**src/hdl/bmp_pkg.sv**
```systemverilog
`timescale 1ns / 1ps
// -----------------------------------------------------------------------------
// bmp_pkg
// Shared types and constants for the binomial coefficient modulo prime core.
// -----------------------------------------------------------------------------
package bmp_pkg;

	// field widths
	localparam int ARG_W   = 21;
	localparam int MOD_W   = 31;
	localparam int RECIP_W = 64;

	// arguments above this bound are saturated to it
	localparam logic [MOD_W-1:0] MAX_TOTAL = 31'd1048576;
	// modulus after reset
	localparam logic [MOD_W-1:0] MOD_RESET = 31'd1000000007;

	// operand and destination selection of one modular multiplication
	typedef enum logic [2:0] {
		MM_FACT,
		MM_PACC,
		MM_PSQR,
		MM_FIN1,
		MM_FIN2
	} mm_op_t;

	// phases of the barrett multiplier
	typedef enum logic [3:0] {
		PH_IDLE,
		PH_LL,
		PH_LH,
		PH_HL,
		PH_HH,
		PH_QSUM,
		PH_QP,
		PH_SUB,
		PH_FIX
	} mm_phase_t;

	// controller states
	typedef enum logic [4:0] {
		ST_IDLE,
		ST_CHECK,
		ST_RECIP,
		ST_FACT_INIT,
		ST_FACT_MUL,
		ST_FACT_WAIT,
		ST_POW_INIT,
		ST_POW_TEST,
		ST_POW_MUL,
		ST_POW_MWAIT,
		ST_POW_SQR,
		ST_POW_SWAIT,
		ST_FIN1,
		ST_FIN1_WAIT,
		ST_FIN2,
		ST_FIN2_WAIT,
		ST_DONE
	} ctrl_state_t;

	// controller to datapath
	typedef struct packed {
		logic   load_in;
		logic   zero_res;
		logic   recip_start;
		logic   fact_init;
		logic   i_inc;
		logic   pow_init;
		logic   pow_sel_d;
		logic   save_inv;
		logic   expo_shift;
		logic   mm_start;
		mm_op_t mm_op;
		logic   load_out;
	} bmp_cmd_t;

	// datapath to controller
	typedef struct packed {
		logic stop_early;
		logic n_small;
		logic i_last;
		logic expo_zero;
		logic expo_lsb;
		logic recip_done;
		logic mm_done;
		logic out_free;
	} bmp_status_t;

endpackage

```
**src/hdl/binomial_mod_prime_core.sv**
```systemverilog
`timescale 1ns / 1ps
// -----------------------------------------------------------------------------
// binomial_mod_prime_core
// C(total, chosen) modulo a programmable modulus: factorials by repeated
// modular multiplication, inverses by fermat exponentiation.
// -----------------------------------------------------------------------------
//  channel  signals                          transfer when
//  -------  -------------------------------  ----------------------------
//  in       in_valid in_ready total chosen    in_valid & in_ready
//  out      out_valid out_ready binom_value   out_valid & out_ready
//           chosen_exceeds
//  cfg      cfg_wr_en cfg_wr_data             cfg_wr_en
//
//  one item at a time; an item runs the 64 step reciprocal divider, then one
//  modular multiplication on the barrett unit per factorial factor from 2 to
//  total, at most 124 exponent multiplications and two final products.
//  chosen above total, or a modulus below 2, gives a zero result without the
//  divider or the multiplier. a finished result waits in the output register;
//  the next item is taken once it has been moved there. reset clears control
//  and reloads the modulus.
// -----------------------------------------------------------------------------
module binomial_mod_prime_core import bmp_pkg::*; (
	input  logic             clk,
	input  logic             arst_n,
	input  logic             cfg_wr_en,
	input  logic [MOD_W-1:0] cfg_wr_data,
	input  logic             in_valid,
	output logic             in_ready,
	input  logic [ARG_W-1:0] total,
	input  logic [ARG_W-1:0] chosen,
	output logic             out_valid,
	input  logic             out_ready,
	output logic [MOD_W-1:0] binom_value,
	output logic             chosen_exceeds
);

	bmp_cmd_t    cmd;
	bmp_status_t status;

	bmp_ctrl u_ctrl (
		.clk      (clk),
		.arst_n   (arst_n),
		.in_valid (in_valid),
		.in_ready (in_ready),
		.status   (status),
		.cmd      (cmd)
	);

	bmp_datapath u_datapath (
		.clk            (clk),
		.arst_n         (arst_n),
		.cfg_wr_en      (cfg_wr_en),
		.cfg_wr_data    (cfg_wr_data),
		.total          (total),
		.chosen         (chosen),
		.out_ready      (out_ready),
		.cmd            (cmd),
		.status         (status),
		.out_valid      (out_valid),
		.binom_value    (binom_value),
		.chosen_exceeds (chosen_exceeds)
	);

endmodule

```
**src/hdl/bmp_recip.sv**
```systemverilog
`timescale 1ns / 1ps
// -----------------------------------------------------------------------------
// bmp_recip
// Restoring divider that forms floor(2^64 / p), one quotient bit per cycle.
// -----------------------------------------------------------------------------
module bmp_recip import bmp_pkg::*; (
	input  logic               clk,
	input  logic               arst_n,
	input  logic               start,
	input  logic [MOD_W-1:0]   divisor,
	output logic               done,
	output logic [RECIP_W-1:0] recip
);

	localparam int CNT_W = $clog2(RECIP_W);
	localparam logic [CNT_W-1:0] CNT_LAST = CNT_W'(RECIP_W - 1);

	logic               busy_q;
	logic               done_q;
	logic [CNT_W-1:0]   cnt_q;
	logic [MOD_W-1:0]   rem_q;
	logic [RECIP_W-1:0] quo_q;

	logic [MOD_W:0] trial;
	logic [MOD_W:0] trial_sub;
	logic           fits;

	// one restoring step: shift in a zero dividend bit
	always_comb begin
		trial     = {rem_q, 1'b0};
		trial_sub = trial - {1'b0, divisor};
		fits      = (trial >= {1'b0, divisor});
	end

	// step counter
	always_ff @(posedge clk or negedge arst_n) begin
		if (!arst_n) begin
			busy_q <= 1'b0;
			done_q <= 1'b0;
			cnt_q  <= '0;
		end else begin
			done_q <= busy_q && (cnt_q == CNT_LAST);
			if (start) begin
				busy_q <= 1'b1;
				cnt_q  <= '0;
			end else if (busy_q) begin
				cnt_q <= cnt_q + 1'b1;
				if (cnt_q == CNT_LAST) begin
					busy_q <= 1'b0;
				end
			end
		end
	end

	// remainder and quotient, the leading dividend bit is preloaded
	always_ff @(posedge clk) begin
		if (start) begin
			rem_q <= MOD_W'(1);
			quo_q <= '0;
		end else if (busy_q) begin
			rem_q <= fits ? trial_sub[MOD_W-1:0] : trial[MOD_W-1:0];
			quo_q <= {quo_q[RECIP_W-2:0], fits};
		end
	end

	assign done  = done_q;
	assign recip = quo_q;

endmodule

```
**src/hdl/bmp_mulmod.sv**
```systemverilog
`timescale 1ns / 1ps
// -----------------------------------------------------------------------------
// bmp_mulmod
// Modular multiplier: a*b mod p by barrett reduction on one shared
// 32x32 multiplier.
// -----------------------------------------------------------------------------
module bmp_mulmod import bmp_pkg::*; (
	input  logic               clk,
	input  logic               arst_n,
	input  logic               start,
	input  logic [MOD_W-1:0]   op_a,
	input  logic [MOD_W-1:0]   op_b,
	input  logic [MOD_W-1:0]   modulus,
	input  logic [RECIP_W-1:0] recip,
	output logic               done,
	output logic [MOD_W-1:0]   result
);

	localparam int HALF_W = RECIP_W / 2;
	localparam int ACC_W  = RECIP_W + 2;

	mm_phase_t phase_q;
	mm_phase_t phase_d;
	logic      done_q;

	logic [RECIP_W-1:0] prod_q;
	logic [RECIP_W-1:0] x_q;
	logic [ACC_W-1:0]   acc_q;
	logic [HALF_W-1:0]  diff_q;
	logic [MOD_W-1:0]   res_q;

	logic [HALF_W-1:0]  mul_x;
	logic [HALF_W-1:0]  mul_y;
	logic [RECIP_W-1:0] mul_p;
	logic [HALF_W-1:0]  mod_ext;
	logic [HALF_W-1:0]  diff_sub;
	logic [MOD_W-1:0]   res_d;

	assign mod_ext = {1'b0, modulus};

	// phase sequence
	always_comb begin
		case (phase_q)
			PH_IDLE: phase_d = start ? PH_LL : PH_IDLE;
			PH_LL:   phase_d = PH_LH;
			PH_LH:   phase_d = PH_HL;
			PH_HL:   phase_d = PH_HH;
			PH_HH:   phase_d = PH_QSUM;
			PH_QSUM: phase_d = PH_QP;
			PH_QP:   phase_d = PH_SUB;
			PH_SUB:  phase_d = PH_FIX;
			PH_FIX:  phase_d = PH_IDLE;
			default: phase_d = PH_IDLE;
		endcase
	end

	// shared multiplier input selection
	always_comb begin
		case (phase_q)
			PH_IDLE: begin
				mul_x = {1'b0, op_a};
				mul_y = {1'b0, op_b};
			end
			PH_LL: begin
				mul_x = prod_q[HALF_W-1:0];
				mul_y = recip[HALF_W-1:0];
			end
			PH_LH: begin
				mul_x = x_q[HALF_W-1:0];
				mul_y = recip[RECIP_W-1:HALF_W];
			end
			PH_HL: begin
				mul_x = x_q[RECIP_W-1:HALF_W];
				mul_y = recip[HALF_W-1:0];
			end
			PH_HH: begin
				mul_x = x_q[RECIP_W-1:HALF_W];
				mul_y = recip[RECIP_W-1:HALF_W];
			end
			PH_QP: begin
				mul_x = acc_q[HALF_W-1:0];
				mul_y = mod_ext;
			end
			default: begin
				mul_x = '0;
				mul_y = '0;
			end
		endcase
		mul_p = mul_x * mul_y;
	end

	// final correction, remainder estimate lies below 2p
	always_comb begin
		diff_sub = diff_q - mod_ext;
		res_d    = (diff_q >= mod_ext) ? diff_sub[MOD_W-1:0] : diff_q[MOD_W-1:0];
	end

	// control
	always_ff @(posedge clk or negedge arst_n) begin
		if (!arst_n) begin
			phase_q <= PH_IDLE;
			done_q  <= 1'b0;
		end else begin
			phase_q <= phase_d;
			done_q  <= (phase_q == PH_FIX);
		end
	end

	// product, quotient estimate and remainder
	always_ff @(posedge clk) begin
		prod_q <= mul_p;
		case (phase_q)
			PH_LL:   x_q <= prod_q;
			PH_LH:   acc_q <= {{(ACC_W-HALF_W){1'b0}}, prod_q[RECIP_W-1:HALF_W]};
			PH_HL:   acc_q <= acc_q + {2'b00, prod_q};
			PH_HH:   acc_q <= acc_q + {2'b00, prod_q};
			PH_QSUM: acc_q <= {{HALF_W{1'b0}}, acc_q[ACC_W-1:HALF_W]} + {2'b00, prod_q};
			PH_SUB:  diff_q <= x_q[HALF_W-1:0] - prod_q[HALF_W-1:0];
			PH_FIX:  res_q <= res_d;
			default: ;
		endcase
	end

	assign done   = done_q;
	assign result = res_q;

endmodule

```
**src/hdl/bmp_datapath.sv**
```systemverilog
`timescale 1ns / 1ps
// -----------------------------------------------------------------------------
// bmp_datapath
// Argument, factorial, exponentiation and output registers around the
// reciprocal divider and the modular multiplier.
// -----------------------------------------------------------------------------
module bmp_datapath import bmp_pkg::*; (
	input  logic             clk,
	input  logic             arst_n,
	input  logic             cfg_wr_en,
	input  logic [MOD_W-1:0] cfg_wr_data,
	input  logic [ARG_W-1:0] total,
	input  logic [ARG_W-1:0] chosen,
	input  logic             out_ready,
	input  bmp_cmd_t         cmd,
	output bmp_status_t      status,
	output logic             out_valid,
	output logic [MOD_W-1:0] binom_value,
	output logic             chosen_exceeds
);

	localparam int PAD_W = MOD_W - ARG_W;

	logic [MOD_W-1:0] prime_q;
	logic [ARG_W-1:0] n_q;
	logic [ARG_W-1:0] r_q;
	logic [ARG_W-1:0] d_q;
	logic             exceeds_q;
	logic [ARG_W-1:0] i_q;
	logic [MOD_W-1:0] acc_q;
	logic [MOD_W-1:0] fr_q;
	logic [MOD_W-1:0] fd_q;
	logic [MOD_W-1:0] base_q;
	logic [MOD_W-1:0] pacc_q;
	logic [MOD_W-1:0] inv_r_q;
	logic [MOD_W-1:0] expo_q;
	logic [MOD_W-1:0] res_q;
	mm_op_t           op_q;
	logic             out_valid_q;
	logic [MOD_W-1:0] out_value_q;
	logic             out_flag_q;

	logic [ARG_W-1:0]   n_sat;
	logic [ARG_W-1:0]   r_sat;
	logic [MOD_W-1:0]   mm_a;
	logic [MOD_W-1:0]   mm_b;
	logic [MOD_W-1:0]   mm_res;
	logic               mm_done;
	logic [RECIP_W-1:0] recip;
	logic               recip_done;

	// saturate the arguments
	always_comb begin
		n_sat = ({{PAD_W{1'b0}}, total} > MAX_TOTAL) ? MAX_TOTAL[ARG_W-1:0] : total;
		r_sat = ({{PAD_W{1'b0}}, chosen} > MAX_TOTAL) ? MAX_TOTAL[ARG_W-1:0] : chosen;
	end

	// multiplier operands, sampled on start
	always_comb begin
		case (cmd.mm_op)
			MM_FACT: begin
				mm_a = acc_q;
				mm_b = {{PAD_W{1'b0}}, i_q};
			end
			MM_PACC: begin
				mm_a = pacc_q;
				mm_b = base_q;
			end
			MM_PSQR: begin
				mm_a = base_q;
				mm_b = base_q;
			end
			MM_FIN1: begin
				mm_a = acc_q;
				mm_b = inv_r_q;
			end
			MM_FIN2: begin
				mm_a = res_q;
				mm_b = pacc_q;
			end
			default: begin
				mm_a = '0;
				mm_b = '0;
			end
		endcase
	end

	bmp_recip u_recip (
		.clk     (clk),
		.arst_n  (arst_n),
		.start   (cmd.recip_start),
		.divisor (prime_q),
		.done    (recip_done),
		.recip   (recip)
	);

	bmp_mulmod u_mulmod (
		.clk     (clk),
		.arst_n  (arst_n),
		.start   (cmd.mm_start),
		.op_a    (mm_a),
		.op_b    (mm_b),
		.modulus (prime_q),
		.recip   (recip),
		.done    (mm_done),
		.result  (mm_res)
	);

	// modulus register
	always_ff @(posedge clk or negedge arst_n) begin
		if (!arst_n) begin
			prime_q <= MOD_RESET;
		end else if (cfg_wr_en) begin
			prime_q <= cfg_wr_data;
		end
	end

	// output register
	always_ff @(posedge clk or negedge arst_n) begin
		if (!arst_n) begin
			out_valid_q <= 1'b0;
		end else if (cmd.load_out) begin
			out_valid_q <= 1'b1;
		end else if (out_ready) begin
			out_valid_q <= 1'b0;
		end
	end

	always_ff @(posedge clk) begin
		if (cmd.load_out) begin
			out_value_q <= res_q;
			out_flag_q  <= exceeds_q;
		end
	end

	// argument capture
	always_ff @(posedge clk) begin
		if (cmd.load_in) begin
			n_q       <= n_sat;
			r_q       <= r_sat;
			d_q       <= n_sat - r_sat;
			exceeds_q <= (r_sat > n_sat);
		end
	end

	// factorial loop
	always_ff @(posedge clk) begin
		if (cmd.fact_init) begin
			acc_q <= MOD_W'(1);
			fr_q  <= MOD_W'(1);
			fd_q  <= MOD_W'(1);
			i_q   <= ARG_W'(2);
		end else begin
			if (cmd.i_inc) begin
				i_q <= i_q + 1'b1;
			end
			if (mm_done && (op_q == MM_FACT)) begin
				acc_q <= mm_res;
				if (i_q == r_q) begin
					fr_q <= mm_res;
				end
				if (i_q == d_q) begin
					fd_q <= mm_res;
				end
			end
		end
	end

	// exponentiation and final products
	always_ff @(posedge clk) begin
		if (cmd.mm_start) begin
			op_q <= cmd.mm_op;
		end
		if (cmd.pow_init) begin
			base_q <= cmd.pow_sel_d ? fd_q : fr_q;
			pacc_q <= MOD_W'(1);
			expo_q <= prime_q - MOD_W'(2);
		end else begin
			if (cmd.expo_shift) begin
				expo_q <= expo_q >> 1;
			end
			if (mm_done && (op_q == MM_PACC)) begin
				pacc_q <= mm_res;
			end
			if (mm_done && (op_q == MM_PSQR)) begin
				base_q <= mm_res;
			end
		end
		if (cmd.save_inv) begin
			inv_r_q <= pacc_q;
		end
		if (cmd.zero_res) begin
			res_q <= '0;
		end else if (mm_done && ((op_q == MM_FIN1) || (op_q == MM_FIN2))) begin
			res_q <= mm_res;
		end
	end

	// status to the controller
	always_comb begin
		status.stop_early = exceeds_q || (prime_q < MOD_W'(2));
		status.n_small    = (n_q < ARG_W'(2));
		status.i_last     = (i_q == n_q);
		status.expo_zero  = (expo_q == '0);
		status.expo_lsb   = expo_q[0];
		status.recip_done = recip_done;
		status.mm_done    = mm_done;
		status.out_free   = !out_valid_q || out_ready;
	end

	assign out_valid      = out_valid_q;
	assign binom_value    = out_value_q;
	assign chosen_exceeds = out_flag_q;

endmodule

```
**src/hdl/bmp_ctrl.sv**
```systemverilog
`timescale 1ns / 1ps
// -----------------------------------------------------------------------------
// bmp_ctrl
// Controller: sequences reciprocal, factorial loop, the two fermat
// exponentiations and the final products.
// -----------------------------------------------------------------------------
module bmp_ctrl import bmp_pkg::*; (
	input  logic        clk,
	input  logic        arst_n,
	input  logic        in_valid,
	output logic        in_ready,
	input  bmp_status_t status,
	output bmp_cmd_t    cmd
);

	ctrl_state_t state_q;
	ctrl_state_t state_d;
	logic        second_q;

	// next state
	always_comb begin
		state_d = state_q;
		case (state_q)
			ST_IDLE:      if (in_valid) state_d = ST_CHECK;
			ST_CHECK:     state_d = status.stop_early ? ST_DONE : ST_RECIP;
			ST_RECIP:     if (status.recip_done) state_d = ST_FACT_INIT;
			ST_FACT_INIT: state_d = status.n_small ? ST_POW_INIT : ST_FACT_MUL;
			ST_FACT_MUL:  state_d = ST_FACT_WAIT;
			ST_FACT_WAIT: begin
				if (status.mm_done) begin
					state_d = status.i_last ? ST_POW_INIT : ST_FACT_MUL;
				end
			end
			ST_POW_INIT:  state_d = ST_POW_TEST;
			ST_POW_TEST: begin
				if (status.expo_zero) begin
					state_d = second_q ? ST_FIN1 : ST_POW_INIT;
				end else begin
					state_d = status.expo_lsb ? ST_POW_MUL : ST_POW_SQR;
				end
			end
			ST_POW_MUL:   state_d = ST_POW_MWAIT;
			ST_POW_MWAIT: if (status.mm_done) state_d = ST_POW_SQR;
			ST_POW_SQR:   state_d = ST_POW_SWAIT;
			ST_POW_SWAIT: if (status.mm_done) state_d = ST_POW_TEST;
			ST_FIN1:      state_d = ST_FIN1_WAIT;
			ST_FIN1_WAIT: if (status.mm_done) state_d = ST_FIN2;
			ST_FIN2:      state_d = ST_FIN2_WAIT;
			ST_FIN2_WAIT: if (status.mm_done) state_d = ST_DONE;
			ST_DONE:      if (status.out_free) state_d = ST_IDLE;
			default:      state_d = ST_IDLE;
		endcase
	end

	// commands
	always_comb begin
		cmd       = '0;
		cmd.mm_op = MM_FACT;
		in_ready  = 1'b0;
		case (state_q)
			ST_IDLE: begin
				in_ready    = 1'b1;
				cmd.load_in = in_valid;
			end
			ST_CHECK: begin
				cmd.zero_res    = status.stop_early;
				cmd.recip_start = !status.stop_early;
			end
			ST_FACT_INIT: cmd.fact_init = 1'b1;
			ST_FACT_MUL: begin
				cmd.mm_start = 1'b1;
				cmd.mm_op    = MM_FACT;
			end
			ST_FACT_WAIT: cmd.i_inc = status.mm_done && !status.i_last;
			ST_POW_INIT: begin
				cmd.pow_init  = 1'b1;
				cmd.pow_sel_d = second_q;
			end
			ST_POW_TEST: cmd.save_inv = status.expo_zero && !second_q;
			ST_POW_MUL: begin
				cmd.mm_start = 1'b1;
				cmd.mm_op    = MM_PACC;
			end
			ST_POW_SQR: begin
				cmd.mm_start = 1'b1;
				cmd.mm_op    = MM_PSQR;
			end
			ST_POW_SWAIT: cmd.expo_shift = status.mm_done;
			ST_FIN1: begin
				cmd.mm_start = 1'b1;
				cmd.mm_op    = MM_FIN1;
			end
			ST_FIN2: begin
				cmd.mm_start = 1'b1;
				cmd.mm_op    = MM_FIN2;
			end
			ST_DONE: cmd.load_out = status.out_free;
			default: ;
		endcase
	end

	// state and exponentiation pass flag
	always_ff @(posedge clk or negedge arst_n) begin
		if (!arst_n) begin
			state_q  <= ST_IDLE;
			second_q <= 1'b0;
		end else begin
			state_q <= state_d;
			if (state_q == ST_CHECK) begin
				second_q <= 1'b0;
			end else if ((state_q == ST_POW_TEST) && status.expo_zero) begin
				second_q <= 1'b1;
			end
		end
	end

endmodule
```
**config.mk**
```make
export PLATFORM = sky130hd
export DESIGN_NAME = binomial_mod_prime_core
export DESIGN_NICKNAME = d
export VERILOG_FILES = /design/src/hdl/bmp_pkg.sv /design/src/hdl/binomial_mod_prime_core.sv /design/src/hdl/bmp_recip.sv /design/src/hdl/bmp_mulmod.sv /design/src/hdl/bmp_datapath.sv /design/src/hdl/bmp_ctrl.sv
export SDC_FILE = /design/constraint.sdc
export NUM_CORES = 2
export LEC_CHECK = 0
export BUFFER_PORTS_ARGS = -buffer_cell sky130_fd_sc_hd__buf_2
export CAP_MARGIN = 20
export CORE_MARGIN = 5
export CORE_UTILIZATION = 35
export DETAILED_ROUTE_END_ITERATION = 12
export PLACE_DENSITY = 0.54
export SLEW_MARGIN = 20
export SYNTH_ARGS = -nofsm -noshare
export SYNTH_HDL_FRONTEND = slang
export SYNTH_SLANG_ARGS = --single-unit
```
**constraint.sdc**
```tcl
create_clock -name clk -period 28.1 [get_ports clk]
set_clock_uncertainty 0.15 [all_clocks]
set_input_delay 8.43 -clock clk [delete_from_list [all_inputs] [get_ports clk]]
set_output_delay 8.43 -clock clk [all_outputs]
set_load 0.05 [all_outputs]
```
# After elaboration in Yosys (flattened, before gate mapping)
# Cells that the tools add are included.
[word_totals]
regBits = 771
input_bits = 78
out_inout_bits = 34
word_cells = 177
[op_classes]
n_addsub = 9
multipliers = 1
magnitude_cmp = 7
n_eq_ne = 44
mux = 50
n_reduce_logical = 34
[ops]
columns = ["operator", "n"]
rows = [
  ["one-hot mux 31 bit (4 select lines)", 2],
  ["two-way mux 31 bit", 7],
  ["one-hot mux 66 bit (3 select lines)", 1],
  ["one-hot mux 32 bit (5 select lines)", 1],
  ["one-hot mux 32 bit (4 select lines)", 1],
  ["one-hot mux 5 bit (17 select lines)", 1],
  ["adder 66 x 64 -> 66 bit", 1],
  ["adder 34 x 64 -> 65 bit", 1],
  [">= comparator 32 x 31 -> 1 bit", 2],
  ["multiplier 32 x 32 -> 64 bit", 1],
  ["equality test 21 bit", 3],
  ["subtractor 31 bit", 2],
  ["two-way mux 5 bit", 10],
  ["> comparator 21 bit (second input constant)", 2],
  ["two-way mux 21 bit", 2],
  ["equality test 5 x 4 -> 1 bit (second input constant)", 8],
  ["one-hot mux 4 bit (8 select lines)", 1],
  ["subtractor 32 bit", 1],
  ["logical NOT 31 bit", 1],
  ["< comparator 31 x 2 -> 1 bit (second input constant)", 1],
  ["subtractor 31 x 2 -> 31 bit (second input constant)", 1],
  ["adder 21 x 1 -> 21 bit (second input constant)", 1],
  ["> comparator 21 bit", 1],
  ["< comparator 21 x 2 -> 1 bit (second input constant)", 1],
  ["32 further kinds", 92],
]

# Longest topological paths before layout
[logic_depth]
word_depth = 7
ltp_mapped = 38
depth_no_buf = 33

# Cells and area by module
# Synthesis repeated with hierarchy kept, for this count alone.
[hier_totals]
hier_cells = 8692
area_unflattened_um2 = 77702.0
[modules_own_cells]
columns = ["module", "n_inst", "cells_per_inst", "area_per_inst_um2", "seq_area_each_um2"]
rows = [
  ["bmp_mulmod", 1, 6067, 52308.9, 7201.9],
  ["bmp_datapath", 1, 1866, 18906.9, 10109.7],
  ["bmp_recip", 1, 680, 5886.9, 2102.0],
  ["bmp_ctrl", 1, 79, 599.3, 150.1],
]

# Least setup slack after synthesis
# OpenSTA, ideal clock, no wires.
[synth_timing]
kind = "input port to flip-flop"
startpoint = "input total[4]"
endpoint = "register u_datapath.d_q[14] (data pin)"
setup_time_ns = 0.258
arrival_ns = 11.466
required_ns = 27.692
setup_slack_ns = 16.226
stages = 17
path_buffers = 1
path_cell_list = "nor4_1 -> nand3_1 -> o21ai_0 -> clkbuf_1 -> and2_1 -> ha_1 -> a21o_1 -> a21oi_1 -> nor2b_1 -> o21ai_0 -> a211oi_1 -> or2_1 -> and3_1 -> a211o_1 -> a21o_1 -> a21oi_1 -> xnor2_1"
[synth_between]
elab_chain_len = 3
[synth_lines]
columns = ["item", "line", "text"]
rows = [
  ["from (decl)", "binomial_mod_prime_core.sv:29", "input logic [ARG_W-1:0] total,"],
  ["> comparator 21 bit", "bmp_datapath.sv:54", "n_sat = ({{PAD_W{1'b0}}, total} > MAX_TOTAL) ? MAX_TOTAL[ARG_W-1:0] : total;"],
  ["two-way mux 21 bit", "bmp_datapath.sv:54", ""],
  ["net u_datapath.n_sat[2]", "bmp_datapath.sv:43", "logic [ARG_W-1:0] n_sat;"],
  ["subtractor 21 bit", "bmp_datapath.sv:141", "d_q <= n_sat - r_sat;"],
  ["to (signal assigned)", "bmp_datapath.sv:141", ""],
  ["to (decl)", "bmp_datapath.sv:27", "logic [ARG_W-1:0] d_q;"],
]
# The timed path passes the listed nets, and every way through them passes these cells.
# A chain may end at the register's enable or synchronous reset.

# Final worst setup path
[layout_timing]
startpoint = "register u_datapath.u_mulmod.phase_q[0]"
endpoint = "register u_datapath.u_mulmod.prod_q[62]"
[layout_between]
elab_chain_len = 4
elab_cells_between_ends = 12
cone_classes = "mul (1); eq/ne (5); mux (2); reduce/logical (4)"
[layout_lines]
columns = ["item", "line", "text"]
rows = [
  ["from (decl)", "bmp_mulmod.sv:22", "mm_phase_t phase_q;"],
  ["from (signal assigned)", "bmp_mulmod.sv:104", "phase_q <= phase_d;"],
  ["equality test 4 x 3 -> 1 bit, or another cell as far along", "bmp_mulmod.sv:59", "case (phase_q)"],
  ["OR reduction 2 bit (no source line)", "n/a", ""],
  ["one-hot mux 32 bit (5 select lines) or one-hot mux 32 bit (4 select lines) (tied branches)", "bmp_mulmod.sv:59", ""],
  ["multiplier 32 x 32 -> 64 bit (*)", "bmp_mulmod.sv:89", "mul_p = mul_x * mul_y;"],
  ["net u_datapath.u_mulmod.mul_p[62]", "bmp_mulmod.sv:34", "logic [RECIP_W-1:0] mul_p;"],
  ["to (signal assigned)", "bmp_mulmod.sv:111", "prod_q <= mul_p;"],
  ["to (decl)", "bmp_mulmod.sv:26", "logic [RECIP_W-1:0] prod_q;"],
]
# The timed path passes the listed nets; every way through them passes the cells marked *.

==> metrics.md <==
| Metric | Value |
|---|---|
| Status | finished clean |
| Die footprint | 0.224 mm2 |
| Rows | 169 |
| Worst-margin pin slew | 1.21 ns |
| Post-CTS setup buffers | 0 |
| Share of cells above drive strength 1 | 7.21% |
| Adder-cell share of the synthesized area | 32.1% |
| Syn Area/Cell | 9.12 um2 |
| Post-cts resize count | 0 |
| Setup CP Type | reg2reg |
| Xor and xnor area share after synthesis | 4.58% |
| Setup violators final | 0 |
| Final hold vios | 0 |
| Nets | 9603 |
| Max FO, Critical Path | 71 |
| Synth unique cells | 100 |
| Skew-Pair Late Insertion Delay | 0.73 ns |
| Hold path startpoint | u_datapath.acc_q[24]$_SDFFE_PP0P_ |
| Worst EP required | 28.54 ns |
| Met1 Use GR | 32.1% |
| Hpwl dp | 205000 um |
| Synth top area cells | fa_1 24%, edfxtp_1 15%, dfxtp_1 8.9% |
| Via count | 60800 |
| Clock transition at the registers of the reported paths | 0.06 ns |
| Reg-to-Reg Start | u_datapath.u_mulmod.phase_q[0]$_DFF_PN0_ |
| Antenna violations before repair | 16 |
| Root buffer cell | clkbuf_16 |
| Gr ovfl total | 0 |
| Via/cell ratio | 5.50 |
| Max cap viols | 0 |
| Most frequent CP cell | fa_1 |
| First-pass GRT wire length | 402000 um |
| GRT met2 Usage | 38.2% |
| Peak Freq | 82.9 MHz |
| Synthesized area | 0.0750 mm2 |
| Global placement routability congestion | 0.964 |
| Synth Area in Simple Gates | 14.7% |
| Synth Area in Compound Gates | 12.2% |
| RSZ-0062 raised after global routing | no |
| CTS tree | done |
| Core box area | 0.213 mm2 |
| Crit path DAT | 12.50 ns |
| Routed wire length | 272000 um |
| Mux cell area share after synthesis | 2.69% |
| Worst Setup SP | u_datapath.u_mulmod.phase_q[0]$_DFF_PN0_ |
| Met3 usage | 4.06% |
| Largest family of logic cells by synthesized area | adder cells |
| FF+latch area | 0.0196 mm2 |
| Post-synth EDFFs | 385 |
| Port Buffers | 111 |
| Area fraction of the dominant cell type after synthesis | 24.1% |
| CTS buffer count | 91 |
| Vias in the first global route | 61100 |
| Startpoint Class | flip-flop |
| Critical path capture point type | flip-flop |
| Seq/Total Area, Yosys | 26.1% |
| Deepest clock path buffer count | 3 |
| Starting Density | 35.2% |
| H-tree Lvls | 3 |
| Setup TNS | 0 ns |
| Synthesis-stage register bit count | 771 |
| Starting DRT DRC Count | 6149 |
| Synth Instances | 8223 |
| Worst hold path class | reg2reg |
| Fin. max-slew vios | 0 |
| Min Tclk post-route | 12.07 ns |
| Area growth from synthesis to layout | 9.60% |
| Leading area contributor after synthesis | fa_1 |
| Die Ht | 473 um |
| Slowest cell on the critical path | a221o_1 |
| Ys flop type | edfxtp_1 |
| Rel. slew slack | 19.4% |
| Largest net degree at the start of global routing | 76 |
| Yosys Warn Count | 0 |
| Wire per inst | 24.6 um |
| ANT nets after route | 0 |
| Clk sink count | 771 |
| Area occupied by multi-input gates | 0.0501 mm2 |
| Hold WS | 0.304 ns |
| Slowest stage delay, CP | 0.93 ns |
| Fill count | 21400 |
| Syn_nets | 9681 |
| Ys async rst share | 6.61% |
| Die width | 473 um |
| # IOs | 112 |
| Fin crit share | 42.9% |
| Cts hold-fix bufs | 0 |
| Grt peak-use layer | met2 |
| First drt pass iteration count | 8 |
| DRC Markers | 0 |
| Layout Utilization | 38.6% |
| Gr usage total | 23.9% |
[flip-flops by register name (all words and copies together) (netlist names), 32 cells and up]
signal / count
u_datapath.u_mulmod.diff_q: 32
u_datapath.u_mulmod.x_q: 64
u_datapath.u_recip.recip: 64
u_datapath.u_mulmod.acc_q: 66
u_datapath.u_mulmod.prod_q: 64
[cell usage in the layout, fill, tap and decap left out, types with 150 or more instances in the layout]
master and instances:
inv_1 1070, buf_4 161, fa_1 902, nor2_1 903, mux2i_1 199, ha_1 478, edfxtp_1 385, nand2_1 1113
a21oi_1 404, xnor2_1 242, dfxtp_1 335, xor2_1 150, o21ai_0 283
[synth_stat cells (9+ instances only)]
cell	number
a31o_2	9
a221oi_1	32
a21oi_1	406
dfstp_2	16
a41oi_1	10
nor3_1	59
nor2b_1	74
o21ai_1	24
o21ai_0	286
buf_2	44
dfxtp_1	335
nand3_1	83
nand4_1	61
ha_1	478
xor2_1	150
a222oi_1	96
o31ai_1	24
o21bai_1	45
o22ai_1	33
a21boi_0	14
a31oi_1	37
a21o_1	117
dfrtp_1	35
and3_1	34
o221ai_1	12
buf_1	16
xnor2_1	242
a211oi_1	26
nor4_1	48
mux2i_1	199
and2_1	38
o21a_1	43
inv_1	1070
or2_2	17
nand2b_1	68
or3_1	17
nand2_1	1115
nor2_1	913
edfxtp_1	385
o211ai_1	14
clkbuf_1	378
fa_1	902
a22oi_1	48
a221o_1	34
[worst paths after layout]
kind,to,slack [ns],cells after the start
max,u_datapath.u_mulmod.prod_q[62]$_DFF_P_,16.03,31
min,u_datapath.acc_q[24]$_SDFFE_PP0P_,0.30,2
max reg2reg,u_datapath.u_mulmod.prod_q[62]$_DFF_P_,16.03,31
min reg2reg,u_datapath.acc_q[24]$_SDFFE_PP0P_,0.30,2
max in group asynchronous,u_datapath.u_recip.busy_q$_DFF_PN0_,19.48,2
min in group asynchronous,u_datapath.prime_q[26]$_DFFE_PN0P_,7.72,2
[layout make-up]
cell class | count | area share (%)
Inverter | 1071 | 4.89
Tap cell | 2821 | 4.30
Multi-Input combinational cell | 5938 | 61.0
Clock inverter | 50 | 0.690
Sequential cell | 771 | 23.8
Antenna cell | 3 | 0.00914
Clock buffer | 122 | 3.20
Timing Repair Buffer | 272 | 2.15
[critical path, delay by kind of cell (launching register included)]
kind            cells  cell delay [ns]
fa+ha+maj           9             4.49
simple gates       11             2.59
compound gates      5             2.55
buf+inv             5             1.29
flops               1             0.58
xor+xnor            1             0.16
[cells by family after synthesis]
| logic type | count (synthesis) |
|---|---|
| simple gates | 2572 |
| buf+inv | 1514 |
| compound gates | 1393 |
| fa+ha+maj | 1380 |
| flops | 771 |
| xor+xnor | 392 |
| mux | 201 |
[through the flow]
stage / cells / worst slack (ns) / area [um2]
global route: 11000 / 15.50 / 82200
detailed placement: 10900 / 15.23 / 79000
floorplan: 8223 / 16.23 / 75000
global placement: 10900 / 15.25 / 79000
CTS: 11000 / 16.04 / 82200
finish: 11000 / 16.03 / 82200
[per-layer routing]
metal	part of all wire [%]	vias up
li1	-	27000
met1	42	30900
met2	45	2351
met3	7.5	508
met4	5.3	6
met5	0.014	-
Power is left out: the tool's default activity adds up to more than one toggle a clock period on the data nets, which glitch-free logic cannot reach.
